### config.mk
export PLATFORM = sky130hd
export DESIGN_NAME = bvfg_ctrl
export DESIGN_NICKNAME = d
export VERILOG_FILES = /design/src/hdl/bvfg_pkg.sv /design/src/hdl/bvfg_ctrl.sv
export SDC_FILE = /design/constraint.sdc
export NUM_CORES = 1
export LEC_CHECK = 0
export BUFFER_PORTS_ARGS = -buffer_cell sky130_fd_sc_hd__buf_2
export CAP_MARGIN = 20
export CORE_MARGIN = 3
export CORE_UTILIZATION = 45
export CTS_CLUSTER_DIAMETER = 120
export CTS_CLUSTER_SIZE = 12
export DETAILED_ROUTE_END_ITERATION = 10
export PLACE_DENSITY = 0.7
export SYNTH_ARGS = -nofsm -noshare
export SYNTH_HDL_FRONTEND = slang
export SYNTH_SLANG_ARGS = --single-unit
### constraint.sdc
create_clock -name clk_i -period 2.1 [get_ports clk_i]
set_input_delay 0.42 -clock clk_i [delete_from_list [all_inputs] [get_ports clk_i]]
set_output_delay 0.42 -clock clk_i [all_outputs]
set_load 0.005 [all_outputs]
### src/hdl/bvfg_pkg.sv
// ----------------------------------------------------------------------------
// bvfg_pkg
// Shared constants, types and helpers of the battery voltage fuel gauge.
// ----------------------------------------------------------------------------
package bvfg_pkg;

  // sizing
  localparam int AVG_DEPTH  = 8;
  localparam int MAX_CURVES = 8;
  localparam int MAX_POINTS = 16;

  // field widths
  localparam int CMD_W  = 2;
  localparam int V_W    = 23;
  localparam int PCT_W  = 7;
  localparam int TIME_W = 20;
  localparam int LOAD_W = 16;
  localparam int CIDX_W = 3;
  localparam int PIDX_W = 4;
  localparam int CCNT_W = 4;
  localparam int PPC_W  = 5;
  localparam int CFG_IW = 3;
  localparam int CFG_DW = 23;

  // derived widths
  localparam int WP_W   = $clog2(AVG_DEPTH);
  localparam int CNT_W  = $clog2(AVG_DEPTH + 1);
  localparam int SUM_W  = V_W + $clog2(AVG_DEPTH);
  localparam int CS_W   = $clog2(MAX_CURVES);
  localparam int PS_W   = $clog2(MAX_POINTS);
  localparam int PT_AW  = $clog2(MAX_CURVES * MAX_POINTS);
  localparam int PT_DW  = V_W + PCT_W + TIME_W;

  // interpolation unit widths
  localparam int IW    = SUM_W;
  localparam int PW    = 2 * IW;
  localparam int RW    = PW + 2;
  localparam int DC_W  = $clog2(PW);

  // limits
  localparam int VMAX     = (1 << V_W) - 1;
  localparam int PCT_MAX  = 100;
  localparam int TIME_MAX = (1 << TIME_W) - 1;

  typedef enum logic [CMD_W-1:0] {
    CMD_SAMPLE   = 2'd0,
    CMD_RST_AVG  = 2'd1,
    CMD_WR_POINT = 2'd2,
    CMD_WR_LOAD  = 2'd3
  } cmd_e;

  typedef enum logic [CFG_IW-1:0] {
    REG_CORR_X_LOW  = 3'd0,
    REG_CORR_Y_LOW  = 3'd1,
    REG_CORR_X_HIGH = 3'd2,
    REG_CORR_Y_HIGH = 3'd3,
    REG_LOAD_CUR    = 3'd4,
    REG_CURVE_CNT   = 3'd5,
    REG_POINTS      = 3'd6
  } cfg_reg_e;

  typedef enum logic [4:0] {
    OP_NONE, OP_TAKE, OP_AVG_GO, OP_AVG_END, OP_COR_GO, OP_COR_END,
    OP_EST_INIT, OP_CS_RD, OP_CS_CMP, OP_PS_INIT, OP_PS_RD, OP_PS_CMP,
    OP_PE_GO, OP_PE_END, OP_FI_GO, OP_FI_END, OP_HOLD_PCT, OP_HOLD_TIME,
    OP_OUT
  } dp_op_e;

  typedef enum logic [4:0] {
    ST_IDLE, ST_AVG_GO, ST_AVG_WT, ST_COR_GO, ST_COR_WT, ST_EST,
    ST_CS_RD, ST_CS_CMP, ST_PS_INIT, ST_PS_RD, ST_PS_CMP, ST_PE_GO,
    ST_PE_WT, ST_FI_GO, ST_FI_WT, ST_CHK, ST_DONE
  } ctrl_state_e;

  typedef enum logic [1:0] {
    IP_IDLE, IP_MUL, IP_DIV, IP_FIN
  } ip_phase_e;

  typedef struct packed {
    logic [CMD_W-1:0]  cmd;
    logic [V_W-1:0]    sample_uv;
    logic [CIDX_W-1:0] curve_index;
    logic [PIDX_W-1:0] point_index;
    logic [V_W-1:0]    point_voltage_uv;
    logic [PCT_W-1:0]  point_capacity;
    logic [TIME_W-1:0] point_time_s;
    logic [LOAD_W-1:0] curve_load;
  } in_item_t;

  typedef struct packed {
    logic [PCT_W-1:0]  capacity_percent;
    logic [TIME_W-1:0] remaining_time_s;
    logic              estimate_changed;
    logic              window_full;
  } out_item_t;

  typedef struct packed {
    logic [IW-1:0] x0;
    logic [IW-1:0] x1;
    logic [IW-1:0] y1;
    logic [IW-1:0] x2;
    logic [IW-1:0] y2;
  } ip_args_t;

  typedef struct packed {
    logic is_sample;
    logic ar_done;
    logic cs_stop;
    logic ps_stop;
    logic more_curves;
    logic want_time;
    logic pct_differs;
    logic out_free;
  } dp_status_t;

  // clamp a signed result into 0..hi
  function automatic logic [IW-1:0] sat_res(input logic signed [RW-1:0] v,
                                            input logic [IW-1:0] hi);
    if (v < 0) return '0;
    else if (v > $signed({{(RW-IW){1'b0}}, hi})) return hi;
    else return v[IW-1:0];
  endfunction

endpackage

### src/hdl/bvfg_ctrl.sv
// ----------------------------------------------------------------------------
// bvfg_ctrl
// Controller: sequences averaging, correction, curve and point scans and the
// interpolations, one item at a time.
// ----------------------------------------------------------------------------
module bvfg_ctrl (
  input  logic                  clk_i,
  input  logic                  rst_ni,
  input  logic                  in_valid_i,
  output logic                  in_ready_o,
  input  bvfg_pkg::dp_status_t  st_i,
  output bvfg_pkg::dp_op_e      op_o
);
  bvfg_pkg::ctrl_state_e state_q, state_d;

  // state register
  always_ff @(posedge clk_i or negedge rst_ni) begin
    if (!rst_ni) begin
      state_q <= bvfg_pkg::ST_IDLE;
    end else begin
      state_q <= state_d;
    end
  end

  // next state and commands
  always_comb begin
    state_d    = state_q;
    op_o       = bvfg_pkg::OP_NONE;
    in_ready_o = 1'b0;
    unique case (state_q)
      bvfg_pkg::ST_IDLE: begin
        in_ready_o = 1'b1;
        if (in_valid_i) begin
          op_o    = bvfg_pkg::OP_TAKE;
          state_d = st_i.is_sample ? bvfg_pkg::ST_AVG_GO : bvfg_pkg::ST_DONE;
        end
      end
      bvfg_pkg::ST_AVG_GO: begin
        op_o    = bvfg_pkg::OP_AVG_GO;
        state_d = bvfg_pkg::ST_AVG_WT;
      end
      bvfg_pkg::ST_AVG_WT: if (st_i.ar_done) begin
        op_o    = bvfg_pkg::OP_AVG_END;
        state_d = bvfg_pkg::ST_COR_GO;
      end
      bvfg_pkg::ST_COR_GO: begin
        op_o    = bvfg_pkg::OP_COR_GO;
        state_d = bvfg_pkg::ST_COR_WT;
      end
      bvfg_pkg::ST_COR_WT: if (st_i.ar_done) begin
        op_o    = bvfg_pkg::OP_COR_END;
        state_d = bvfg_pkg::ST_EST;
      end
      bvfg_pkg::ST_EST: begin
        op_o    = bvfg_pkg::OP_EST_INIT;
        state_d = bvfg_pkg::ST_CS_RD;
      end
      bvfg_pkg::ST_CS_RD: begin
        op_o    = bvfg_pkg::OP_CS_RD;
        state_d = bvfg_pkg::ST_CS_CMP;
      end
      bvfg_pkg::ST_CS_CMP: begin
        op_o    = bvfg_pkg::OP_CS_CMP;
        state_d = st_i.cs_stop ? bvfg_pkg::ST_PS_INIT : bvfg_pkg::ST_CS_RD;
      end
      bvfg_pkg::ST_PS_INIT: begin
        op_o    = bvfg_pkg::OP_PS_INIT;
        state_d = bvfg_pkg::ST_PS_RD;
      end
      bvfg_pkg::ST_PS_RD: begin
        op_o    = bvfg_pkg::OP_PS_RD;
        state_d = bvfg_pkg::ST_PS_CMP;
      end
      bvfg_pkg::ST_PS_CMP: begin
        op_o    = bvfg_pkg::OP_PS_CMP;
        state_d = st_i.ps_stop ? bvfg_pkg::ST_PE_GO : bvfg_pkg::ST_PS_RD;
      end
      bvfg_pkg::ST_PE_GO: begin
        op_o    = bvfg_pkg::OP_PE_GO;
        state_d = bvfg_pkg::ST_PE_WT;
      end
      bvfg_pkg::ST_PE_WT: if (st_i.ar_done) begin
        op_o    = bvfg_pkg::OP_PE_END;
        state_d = st_i.more_curves ? bvfg_pkg::ST_PS_INIT : bvfg_pkg::ST_FI_GO;
      end
      bvfg_pkg::ST_FI_GO: begin
        op_o    = bvfg_pkg::OP_FI_GO;
        state_d = bvfg_pkg::ST_FI_WT;
      end
      bvfg_pkg::ST_FI_WT: if (st_i.ar_done) begin
        op_o    = bvfg_pkg::OP_FI_END;
        state_d = bvfg_pkg::ST_CHK;
      end
      bvfg_pkg::ST_CHK: begin
        if (st_i.want_time) begin
          op_o    = bvfg_pkg::OP_HOLD_TIME;
          state_d = bvfg_pkg::ST_DONE;
        end else if (st_i.pct_differs) begin
          op_o    = bvfg_pkg::OP_HOLD_PCT;
          state_d = bvfg_pkg::ST_EST;
        end else begin
          state_d = bvfg_pkg::ST_DONE;
        end
      end
      bvfg_pkg::ST_DONE: if (st_i.out_free) begin
        op_o    = bvfg_pkg::OP_OUT;
        state_d = bvfg_pkg::ST_IDLE;
      end
      default: state_d = bvfg_pkg::ST_IDLE;
    endcase
  end
endmodule

Yosys cells after proc, flatten, opt, wreduce, memory -nomap -nowiden
Cells that the tools add are included.

cells by class
  add/subtract/negate cells = 0
  $mul = 0
  divide/modulo/power cells = 0
  order comparisons = 0
  eq/ne operators = 22
  shift operators = 0
  multiplexer cells = 23
  bitwise operators = 0
  reduce and logical (&&, ||, !) cells = 2

operators by type and width
  cell                number
  $pmux 5 s17         2
  $mux 5              12
  $eq 5x4->1 const B  8
  $eq 5x3->1 const B  4
  $mux 4              3
  $ne 2x2->1 const B  6
  $eq 5x2->1 const B  2
  $mux 3              2
  $reduce_and 6->1    1
  $eq 5x1->1 const B  1
  $eq 5x5->1 const B  1
  $logic_not 5->1     1
  $mux 2              2
  $mux 1              2

word-level totals
  register bits = 5
  bits in latches = 0
  RAM bits = 0
  ROM bits = 0
  output and inout bits = 6
  logic and storage cells = 48
  memories = 0

Logic depth before layout (Yosys ltp)
Gate-level depths: netlist of run 1.

  depth in word-level cells = 3
  gate-level depth with buffers = 6
  mapped depth without buffers = 4

Worst setup path before layout of run 1
OpenSTA, ideal clock, no wires.

  kind = register -> output
  from = reg state_q[1]
  to = out op_o[4]
  data arrival time = 1.173 ns
  data required time = 1.680 ns
  slack = 0.507 ns
  stages on the path, launching flop included = 5
  buffers on the path = 1
  path through = dfrtp_1 > clkbuf_1 > nor4_1 > nand3_1 > o31ai_1

between the ends
  word-level cells in the longest chain between the ends = 2
  elaborated cells on any way between the ends = 18
  those cells by class = 16 x eq/ne; 1 x mux; 1 x reduce/logical

ends and longest elaborated chain
  item                                      RTL line         text
  from (decl)                               bvfg_ctrl.sv:14  bvfg_pkg::ctrl_state_e state_q, state_d;
  from (signal assigned)                    bvfg_ctrl.sv:19  state_q <= bvfg_pkg::ST_IDLE;
  from (signal assigned)                    bvfg_ctrl.sv:21  state_q <= state_d;
  $eq 5x5->1, or another cell as far along  bvfg_ctrl.sv:30  unique case (state_q)
  $pmux 5 s17 *                             bvfg_ctrl.sv:30
  to (decl)                                 bvfg_ctrl.sv:12  output bvfg_pkg::dp_op_e op_o

Every way passes the cells marked *; elsewhere a longest branch is shown, timed or not.

Worst setup path in the final report of run 1
  from = reg state_q[3]
  to = out op_o[0]

Same word-level chain as after synthesis.

==> summary.md, run 1 <==
| Metric | Value |
|---|---|
| DR vias | `678` |
| Clock root cell | `clkbuf_4` |
| Max transition margin | `0.696` |
| Hold Fails Final Rpt | `0` |
| Maxcap violations | `0` |
| Worst-margin pin slew | `454 ps` |
| Vias in the first global route | `604` |
| Compound-Gate Fraction of Synth Area | `0.323` |
| Worst Path Required | `1680 ps` |
| Largest Register | `state_q` |
| Synth Area per Inst | `7.60 µm²` |
| Register area share after synthesis | `0.206` |
| Fmax | `506 MHz` |
| Yosys top cell area share | `0.206` |
| Layout cells sized above 1 | `0.340` |
| Total GRT Usage | `0.195` |
| Post-Synth Adder-Cell Area | `0` |
| Drt wl/cell | `14.5 µm` |
| Clock latency at the later pin of the worst-skew pair | `260 ps` |
| Setup TNS Final | `0 ps` |
| Synthesized area | `608 µm²` |
| Crit path time final | `1980 ps` |
| Status | `finished clean` |
| Max FO, Critical Path | `9` |
| Largest net degree at the start of global routing | `21` |
| Startpoint Class | `register` |
| Synth cell types | `37` |
| First-pass GRT wire length | `2710 µm` |
| Arr. time, crit path | `1560 ps` |
| P_leak | `0.312 nW` |
| Vias/cell | `6.11` |
| Regs by FF count | `state_q (5)` |
| Net load switching power | `495 µW` |
| Total inserted antenna cells | `0` |
| Core Footprint | `1190 µm²` |
| Syn Nets | `91` |
| Initial core utilization | `0.513` |
| Die area | `1830 µm²` |
| Antenna violation net count after detailed routing | `0` |
| Clk pin slew, worst setup/hold paths | `50 ps` |
| #FFs+latches synth | `5` |
| Die Height | `42.8 µm` |
| Sequential Power Share | `0.228` |
| I/O Pins | `17` |
| Port bufs | `16` |
| GRT overflow | `0` |
| CTS tree | `yes` |
| Skew final | `4.62 ps` |
| Initial antenna violation count | `0` |
| Clock sinks | `5` |
| Simple-gate portion of the synthesized area | `0.315` |
| PD cells | `1410 nW/µm²` |
| Logic pwr share | `0.655` |
| Final Routed Wirelength | `1600 µm` |
| Hold Path Class | `in -> reg` |
| CTS buffer count | `3` |
| Max clock buf depth | `2` |
| Total power draw | `1.05 mW` |
| Unrepaired setup endpoints after global routing | `no` |
| Cells after synthesis | `80` |
| Largest family of logic cells by synthesized area | `compound AO/OA/AOI/OAI gates` |
| Syn. warnings | `0` |
| Pre-antenna DRT Iters | `4` |
| DR iter-0 viols | `20` |
| Number of H-tree levels | `1` |
| HPWL after DPL | `1130 µm` |
| Post-synthesis mux area share | `0.0679` |
| Setup crit end kind | `output pin` |
| Max-slew violations | `0` |
| Cell taking the most area after synthesis | `dfrtp_1` |
| Switching share of power | `0.471` |
| Synth top area cells | `dfrtp_1 21%, nor2_1 5.6%, nand2b_1 5.1%, buf_2 4.9%, mux2i_1 4.9%` |
| # DRC | `0` |
| Max rail drop VDD | `0.765 mV` |
| Syn-to-layout area delta | `22.6%` |
| Hold slack | `394 ps` |
| Number of flip-flops in the largest register | `5` |
| Crit share post-route | `0.941` |
| Part of the power in the clock network | `0.117` |
| Final setup viols | `0` |
| Chip Width | `42.8 µm` |
| Site Rows | `12` |
| Critical path class | `reg -> out` |
| Int Power | `556 µW` |
| RePlAce Congestion | `0.780` |
| Synth Area in XOR/XNOR | `0.0144` |
| Final nets | `109` |
==> layout by cell type, fill, tap and decap left out, types with 3 or more instances in the layout <==
| cell | n |
|---|---|
| a21oi_1 | 5 |
| buf_2 | 16 |
| buf_4 | 4 |
| clkbuf_4 | 3 |
| dfrtp_1 | 3 |
| mux2i_1 | 3 |
| nand2_1 | 5 |
| nand2b_1 | 4 |
| nand3_1 | 3 |
| nor2_1 | 9 |
| o21ai_0 | 5 |
==> cell usage after synthesis <==
cell type  count
nand3b_1       1
inv_1          2
buf_2          6
nor4_1         1
nand4b_1       1
nor4bb_1       1
nor3b_1        1
nand2b_1       5
xor2_1         1
a311oi_1       2
o21ai_0        5
buf_1          1
nand2_1        5
nor2b_1        1
nor3_2         1
nand3_1        3
nor3_1         2
dfrtp_1        5
o22ai_1        1
or3_1          1
and3b_1        1
o32ai_2        1
a211oi_2       1
o211ai_1       1
o32ai_1        1
o31ai_2        1
nor2_1         9
mux2_2         1
mux2i_1        3
o21bai_1       1
o311a_1        1
or4_4          1
a22oi_1        2
clkbuf_1       1
o31a_1         2
o31ai_1        2
a21oi_1        5
==> critical path, cell delays in order (launching register included) <==
cell	delay [ps]
dfrtp_2	450
nand2b_2	240
mux2_2	280
o22ai_1	130
o31ai_1	70
buf_2	130
==> stage by stage <==
stage / instances / area, µm² / worst slack, ps / utilization
6_report: 111 / 746 / 124 / 0.629
5_1_grt: 111 / 746 / 21.8 / 0.629
4_1_cts: 111 / 734 / 8.88 / 0.619
3_5_place_dp: 106 / 698 / 299 / 0.589
3_3_place_gp: 106 / 698 / 325 / 0.589
2_1_floorplan: 80 / 608 / 507 / -
==> cell type report <==
cell class / instances / area [µm²]
repair buffers: 21 / 120
inverters: 2 / 7.51
flip-flops and latches: 5 / 128
multi-input cells: 65 / 447
well taps: 14 / 17.5
fillers: 109 / 440
clock buffers: 4 / 26.3
==> per-layer routing <==
layer  vias up  global-route usage  part of all wire
met5         -                   0                 0
met2        26               0.284              0.48
met4         0               0.124             0.025
met1       313               0.244              0.44
met3         7              0.0593             0.056
li1        332                   -                 -
==> what timing repair did <==
action                                  in CTS  in global routing
hold buffers                                 1                  0
resized for setup                            0                  4
setup buffers                                0                  0
hold endpoints to repair                     5                  0
endpoints found under the setup margin       0                  5
==> power groups by stage <==
stage                     sequential (mW)  clock [mW]  combinational, mW
final                               0.239       0.123              0.688
after CTS                           0.229       0.125              0.680
after floorplan                     0.168           0              0.562
after global routing                0.254       0.134              0.756
after global placement              0.228           0              0.664
after detailed placement            0.228           0              0.675
==> cell families (layout without fill, tap and decap cells) <==
group / after synthesis / in the layout
xor+xnor: 1 / 1
buf+inv: 10 / 27
mux: 4 / 4
simple gates: 34 / 34
compound gates: 26 / 26
flops: 5 / 5
==> path summary, 6_finish.rpt <==
kind	slack (ps)	cells after the start	start	endpoint
max	120	5	state_q[3]	op_o[0]
min	390	2	st_i[0]	state_q[4]
max reg2reg	500	4	state_q[2]	state_q[4]
min reg2reg	630	2	state_q[3]	state_q[3]
max in group asynchronous	1430	2	rst_ni	state_q[3]
min in group asynchronous	520	2	rst_ni	state_q[2]
Power figures use the tool's default switching activity.
==> run 2: changes to the inputs <==
SETUP_SLACK_MARGIN = 0.3   (was default)
==> run 2 against run 1 <==
Die area is the same; clock power is 3% higher; setup slack improved by 21 ps; final area is 26% higher; first-iteration DRC count is 150% higher; sequential share of layout area down 3.3 points.
==> summary.md, run 2 (same netlist as run 1, synthesis figures left out) <==
| Metric | Value |
|---|---|
| Status | `finished clean (unchanged)` |
| Hold Fails Final Rpt | `0 (unchanged)` |
| Die area | `1830 µm² (unchanged)` |
| Sequential Power Share | `0.165 (was 0.228)` |
| Placed inst area | `698 µm² (unchanged)` |
| Vias in the first global route | `663 (was 604)` |
| Max clock buf depth | `2 (unchanged)` |
| Worst-margin pin slew | `457 ps (was 454 ps)` |
| Clock latency at the later pin of the worst-skew pair | `260 ps (about the same)` |
| Number of H-tree levels | `1 (unchanged)` |
| Number of flip-flops in the largest register | `5 (unchanged)` |
| Site Rows | `12 (unchanged)` |
| Core Footprint | `1190 µm² (unchanged)` |
| Die Height | `42.8 µm (unchanged)` |
| Final setup viols | `0 (unchanged)` |
| Design Area, Final | `941 µm² (was 746 µm²)` |
| Max rail drop VDD | `0.865 mV (was 0.765 mV)` |
| Met2 Use GR | `0.326 (was 0.284)` |
| Final Routed Wirelength | `2170 µm (was 1600 µm)` |
| Part of the power in the clock network | `0.088 (was 0.117)` |
| First-pass GRT wire length | `2840 µm (was 2710 µm)` |
| Max FO, Critical Path | `6 (was 9)` |
| Most common cell after layout, fill and taps aside | `buf_2 (unchanged)` |
| P_leak | `0.411 nW (was 0.312 nW)` |
| I/O Pins | `17 (unchanged)` |
| Clk pin slew, worst setup/hold paths | `50 ps (about the same)` |
| CTS buffer count | `3 (unchanged)` |
| Largest Register | `state_q (unchanged)` |
| Final worst setup slack | `145 ps (was 124 ps)` |
| Place WS | `299 ps (unchanged)` |
| Antenna violation net count after detailed routing | `0 (unchanged)` |
| Setup crit end kind | `output pin (unchanged)` |
| DR iter-0 viols | `49 (was 20)` |
| Arr. time, crit path | `1530 ps (was 1560 ps)` |
| CTS tree | `yes (unchanged)` |
| GRT overflow | `0 (unchanged)` |
| Drt wl/cell | `17.0 µm (was 14.5 µm)` |
| Unrepaired setup endpoints after global routing | `yes (was no)` |
| Final nets | `125 (was 109)` |
| Setup TNS Final | `0 ps (unchanged)` |
| Layout cells sized above 1 | `0.487 (was 0.340)` |
| Net load switching power | `640 µW (was 495 µW)` |
| Initial core utilization | `0.513 (unchanged)` |
| Total power draw | `1.44 mW (was 1.05 mW)` |
| Initial antenna violation count | `0 (unchanged)` |
| M1 GR Usage | `0.234 (was 0.244)` |
| # DRC | `0 (unchanged)` |
| Syn-to-layout area delta | `54.7% (was 22.6%)` |
| Skew final | `4.26 ps (was 4.62 ps)` |
| Largest net degree at the start of global routing | `18 (was 21)` |
| Pre-antenna DRT Iters | `5 (was 4)` |
| Clock root cell | `clkbuf_4 (unchanged)` |
| Final core utilization | `0.793 (was 0.629)` |
| Vias/cell | `6.08 (was 6.11)` |
| Switching share of power | `0.444 (was 0.471)` |
| Clock sinks | `5 (unchanged)` |
| Int Power | `800 µW (was 556 µW)` |
| PD cells | `1530 nW/µm² (was 1410 nW/µm²)` |
| Fmax | `512 MHz (was 506 MHz)` |
| Total GRT Usage | `0.203 (was 0.195)` |
| Logic pwr share | `0.747 (was 0.655)` |
| Crit path time final | `1950 ps (was 1980 ps)` |
| Maxcap violations | `0 (unchanged)` |
| Max-slew violations | `0 (unchanged)` |
| Crit share post-route | `0.931 (was 0.941)` |
| GR peak layer | `met2 (unchanged)` |
| RePlAce Congestion | `0.780 (unchanged)` |
| Chip Width | `42.8 µm (unchanged)` |
| Hold Path Class | `in -> reg (unchanged)` |
| DR vias | `772 (was 678)` |
| HPWL after DPL | `1130 µm (unchanged)` |
| Critical path class | `reg -> out (unchanged)` |
| Total inserted antenna cells | `0 (unchanged)` |
| Leading cell types in the layout, fill and taps excluded | `17 x buf_2, 15 x buf_4, 9 x nor2_1 (was 16 x buf_2, 9 x nor2_1, 5 x o21ai_0, 5 x a21oi_1, 5 x nand2_1)` |
| Worst Path Required | `1680 ps (about the same)` |
| Met3 Resource Use GR | `0.0593 (unchanged)` |
| Max transition margin | `0.695 (was 0.696)` |
| Startpoint Class | `register (unchanged)` |
| Regs by FF count | `state_q (5) (unchanged)` |
| Port bufs | `16 (unchanged)` |
==> run 2: cell count changes in the layout (fill, tap and decap cells not counted), sizes merged <==
cell and change:
buf +15, clkbuf +1
==> run 2: final timing paths <==
| check | startpoint | end | slack, ps | cells after the start |
|---|---|---|---|---|
| worst max-delay path | state_q[1] | op_o[0] | 150 | 6 |
| worst min-delay path | st_i[0] | state_q[4] | 400 | 2 |
| worst max register to register | state_q[2] | state_q[4] | 420 | 5 |
| worst min register to register | state_q[0] | state_q[4] | 710 | 3 |
| max in group asynchronous | rst_ni | state_q[1] | 1430 | 2 |
| min in group asynchronous | rst_ni | state_q[2] | 520 | 2 |
==> run 2: power by group through the flow <==
| stage | registers, mW | clock network (mW) | logic [mW] |
|---|---|---|---|
| after floorplan | 0.168 | 0 | 0.562 |
| after global placement | 0.228 | 0 | 0.664 |
| after detailed placement | 0.228 | 0 | 0.675 |
| after CTS | 0.223 | 0.125 | 0.795 |
| after global routing | 0.244 | 0.134 | 1.15 |
| final | 0.238 | 0.127 | 1.08 |
==> run 2: repair_timing <==
| item | CTS | global route |
|---|---|---|
| pin swaps | 1 | 4 |
| cloned | 0 | 1 |
| resized for setup | 10 | 8 |
| endpoints found under the setup margin | 6 | 6 |
| setup buffers | 6 | 9 |
| endpoints found under the hold margin | 5 | 0 |
| hold buffers | 1 | 0 |
==> run 2: layout make-up <==
| class | count | area [µm²] |
|---|---|---|
| sequential | 5 | 130 |
| multi-input combinational | 65 | 489 |
| tap | 14 | 17.5 |
| fill | 74 | 245 |
| inverter | 2 | 7.51 |
| timing repair buffer | 37 | 270 |
| clock buffer | 4 | 26.3 |
==> run 2: per-layer routing <==
metal / share of wire / up-vias
li1: - / 368
met1: 0.44 / 358
met2: 0.48 / 35
met3: 0.055 / 11
met4: 0.028 / 0
met5: 0 / -
==> run 2: worst max-delay path, cell delays in order, from the launching register on <==
cell	delay, ps
dfrtp_2	450
buf_6	140
nand2b_4	70
mux2_4	150
o22ai_2	60
o31ai_1	260
buf_2	160
==> run 2: metrics by stage <==
| stage | cells | hold WS (ps) |
|---|---|---|
| 3_5_place_dp | 106 | 242 |
| 5_1_grt | 127 | 399 |
| 2_1_floorplan | 80 | 124 |
| 4_1_cts | 117 | 390 |
| 6_report | 127 | 397 |
| 3_3_place_gp | 106 | 238 |
==> run 3: changes to the inputs <==
CAP_MARGIN = 0   (was 20)
CELL_PAD_IN_SITES_DETAIL_PLACEMENT = 1   (was default)
CELL_PAD_IN_SITES_GLOBAL_PLACEMENT = 1   (was default)
CORE_UTILIZATION = 35   (was 45)
PLACE_DENSITY = 0.86   (was 0.7)
==> run 3 against run 2 <==
First-iteration DRC count shrank 67%; cell count grew 3.1%; sequential share of layout area shrank 0.11 points; utilization shrank 19 points; clock power shrank 15%; die area grew 24%; critical endpoint is now in_ready_o.
==> summary.md, run 3 (same netlist as run 1, synthesis figures left out) <==
| Metric | Value |
|---|---|
| Status | `finished clean (unchanged)` |
| Layout cells sized above 1 | `0.496 (was 0.487)` |
| Fmax | `517 MHz (was 512 MHz)` |
| GRT overflow | `0 (unchanged)` |
| Met3 routed WL | `69 µm (was 120 µm)` |
| DR top layer | `met3 (was met4)` |
| Clock sinks | `5 (unchanged)` |
| Number of flip-flops in the largest register | `5 (unchanged)` |
| Die Height | `47.7 µm (was 42.8 µm)` |
| Int Power | `811 µW (was 800 µW)` |
| Part of the power in the clock network | `0.072 (was 0.088)` |
| DR vias | `802 (was 772)` |
| Clock root cell | `clkbuf_4 (unchanged)` |
| Worst Path Required | `1680 ps (about the same)` |
| Max FO, Critical Path | `5 (was 6)` |
| Unrepaired setup endpoints after global routing | `yes (unchanged)` |
| Core Footprint | `1580 µm² (was 1190 µm²)` |
| Final Non-Filler Cells | `131 (was 127)` |
| DR iter-0 viols | `16 (was 49)` |
| Pre-antenna DRT Iters | `4 (was 5)` |
| Port bufs | `16 (unchanged)` |
| Chip Width | `47.7 µm (was 42.8 µm)` |
| Setup crit end kind | `output pin (unchanged)` |
| Met1 WL | `1240 µm (was 951 µm)` |
| Hold Fails Final Rpt | `0 (unchanged)` |
| Leading cell types in the layout, fill and taps excluded | `17 x buf_2, 14 x buf_4, 9 x nor2_1 (was 17 x buf_2, 15 x buf_4, 9 x nor2_1)` |
| Max rail drop VDD | `1.00 mV (was 0.865 mV)` |
| Met2 wire len | `1470 µm (was 1030 µm)` |
| Hold Path Class | `in -> reg (unchanged)` |
| RePlAce Congestion | `0.811 (was 0.780)` |
| Max-slew violations | `0 (unchanged)` |
| Sequential Power Share | `0.157 (was 0.165)` |
| Arr. time, crit path | `1510 ps (was 1530 ps)` |
| Initial core utilization | `0.386 (was 0.513)` |
| Total GRT Usage | `0.215 (was 0.203)` |
| I/O Pins | `17 (unchanged)` |
| Crit path from | `state_q[2] (was state_q[1])` |
| CTS buffer count | `3 (unchanged)` |
| Vias in the first global route | `728 (was 663)` |
| Most common cell after layout, fill and taps aside | `buf_2 (unchanged)` |
| Number of H-tree levels | `1 (unchanged)` |
| Worst Setup EP | `in_ready_o (was op_o[0])` |
| Antenna violation net count after detailed routing | `0 (unchanged)` |
| Clk pin slew, worst setup/hold paths | `40 ps (was 50 ps)` |
| Crit share post-route | `0.921 (was 0.931)` |
| FF-to-FF End | `state_q[4] (unchanged)` |
| Regs by FF count | `state_q (5) (unchanged)` |
| Logic pwr share | `0.771 (was 0.747)` |
| Critical path class | `reg -> out (unchanged)` |
| Startpoint Class | `register (unchanged)` |
| PD cells | `1570 nW/µm² (was 1530 nW/µm²)` |
| P_leak | `0.423 nW (was 0.411 nW)` |
| Dpl cells | `108 (was 106)` |
| Initial antenna violation count | `0 (unchanged)` |
| Hold slack | `437 ps (was 397 ps)` |
| Largest Register | `state_q (unchanged)` |
| Clock latency at the later pin of the worst-skew pair | `240 ps (was 260 ps)` |
| Final Routed Wirelength | `2780 µm (was 2170 µm)` |
| Drt wl/cell | `21.2 µm (was 17.0 µm)` |
| Total inserted antenna cells | `0 (unchanged)` |
| HPWL after DPL | `1330 µm (was 1130 µm)` |
| RR Startpoint | `state_q[2] (unchanged)` |
| Maxcap violations | `0 (unchanged)` |
| Final nets | `127 (was 125)` |
| First-pass GRT wire length | `3400 µm (was 2840 µm)` |
| CTS tree | `yes (unchanged)` |
| R2R setup slack | `300 ps (was 420 ps)` |
| Switching share of power | `0.456 (was 0.444)` |
| Final setup viols | `0 (unchanged)` |
| Setup TNS Final | `0 ps (unchanged)` |
| Crit path time final | `1930 ps (was 1950 ps)` |
| Net load switching power | `679 µW (was 640 µW)` |
| Site Rows | `14 (was 12)` |
| Max transition margin | `0.691 (was 0.695)` |
| Worst-margin pin slew | `462 ps (was 457 ps)` |
| Die area | `2270 µm² (was 1830 µm²)` |
| # DRC | `0 (unchanged)` |
| Syn-to-layout area delta | `56.0% (was 54.7%)` |
| FF-to-FF path depth | `6 (was 5)` |
| Vias/cell | `6.12 (was 6.08)` |
| Max clock buf depth | `2 (unchanged)` |
| Largest net degree at the start of global routing | `18 (unchanged)` |
| Skew final | `3.97 ps (was 4.26 ps)` |
-- run 3: area by class of cell --
class | instances | area [µm²]
Fill cell | 202 | 628
Multi-Input combinational cell | 65 | 474
Timing Repair Buffer | 39 | 288
Sequential cell | 5 | 130
Clock buffer | 4 | 26.3
Tap cell | 16 | 20.0
Inverter | 2 | 10.0
-- run 3: power by group through the flow --
stage                     clock network (mW)  registers, mW  logic [mW]
final                                  0.108          0.234        1.15
after global routing                   0.123          0.240        1.22
after CTS                              0.112          0.222       0.852
after detailed placement                   0          0.253       0.674
after global placement                     0          0.246       0.650
after floorplan                            0          0.168       0.562
-- run 3: worst min-delay path by stage --
stage / startpoint / endpoint / slack [ps] / depth (start not counted)
2_1_floorplan: rst_ni / state_q[0] / 120 / 0
3_3_place_gp: rst_ni / state_q[0] / 240 / 1
3_5_place_dp: rst_ni / state_q[0] / 240 / 1
4_1_cts: st_i[0] / state_q[4] / 420 / 2
5_1_grt: st_i[0] / state_q[4] / 430 / 2
6_report: st_i[0] / state_q[4] / 440 / 2
-- run 3: what timing repair did --
item | 4_1_cts | 5_1_grt
gates resized for setup | 5 | 15
hold buffers | 1 | 0
hold endpoints to repair | 5 | 0
endpoints found under the setup margin | 6 | 7
pin swaps | 1 | 4
setup buffers | 11 | 7
-- run 3: worst max-delay path, cell delays in order, from the launching register on --
cell and delay (ps):
dfrtp_2 430, buf_6 150, or4_4 480, nor2_1 100
buf_2 120
-- run 3: per-layer routing --
layer | GRT usage | up-vias
li1 | - | 370
met1 | 0.270 | 415
met2 | 0.354 | 17
met3 | 0.0188 | 0
met4 | 0.129 | 0
met5 | 0 | -
-- run 3: metrics by stage --
| stage | power, mW | cell area (µm²) | worst slack, ps | util |
|---|---|---|---|---|
| 6_report | 1.49 | 948 | 166 | 0.602 |
| 3_5_place_dp | 0.927 | 701 | 252 | 0.444 |
| 3_3_place_gp | 0.896 | 701 | 290 | 0.444 |
| 5_1_grt | 1.58 | 948 | 106 | 0.602 |
| 2_1_floorplan | 0.730 | 608 | 507 | - |
| 4_1_cts | 1.19 | 832 | 193 | 0.528 |
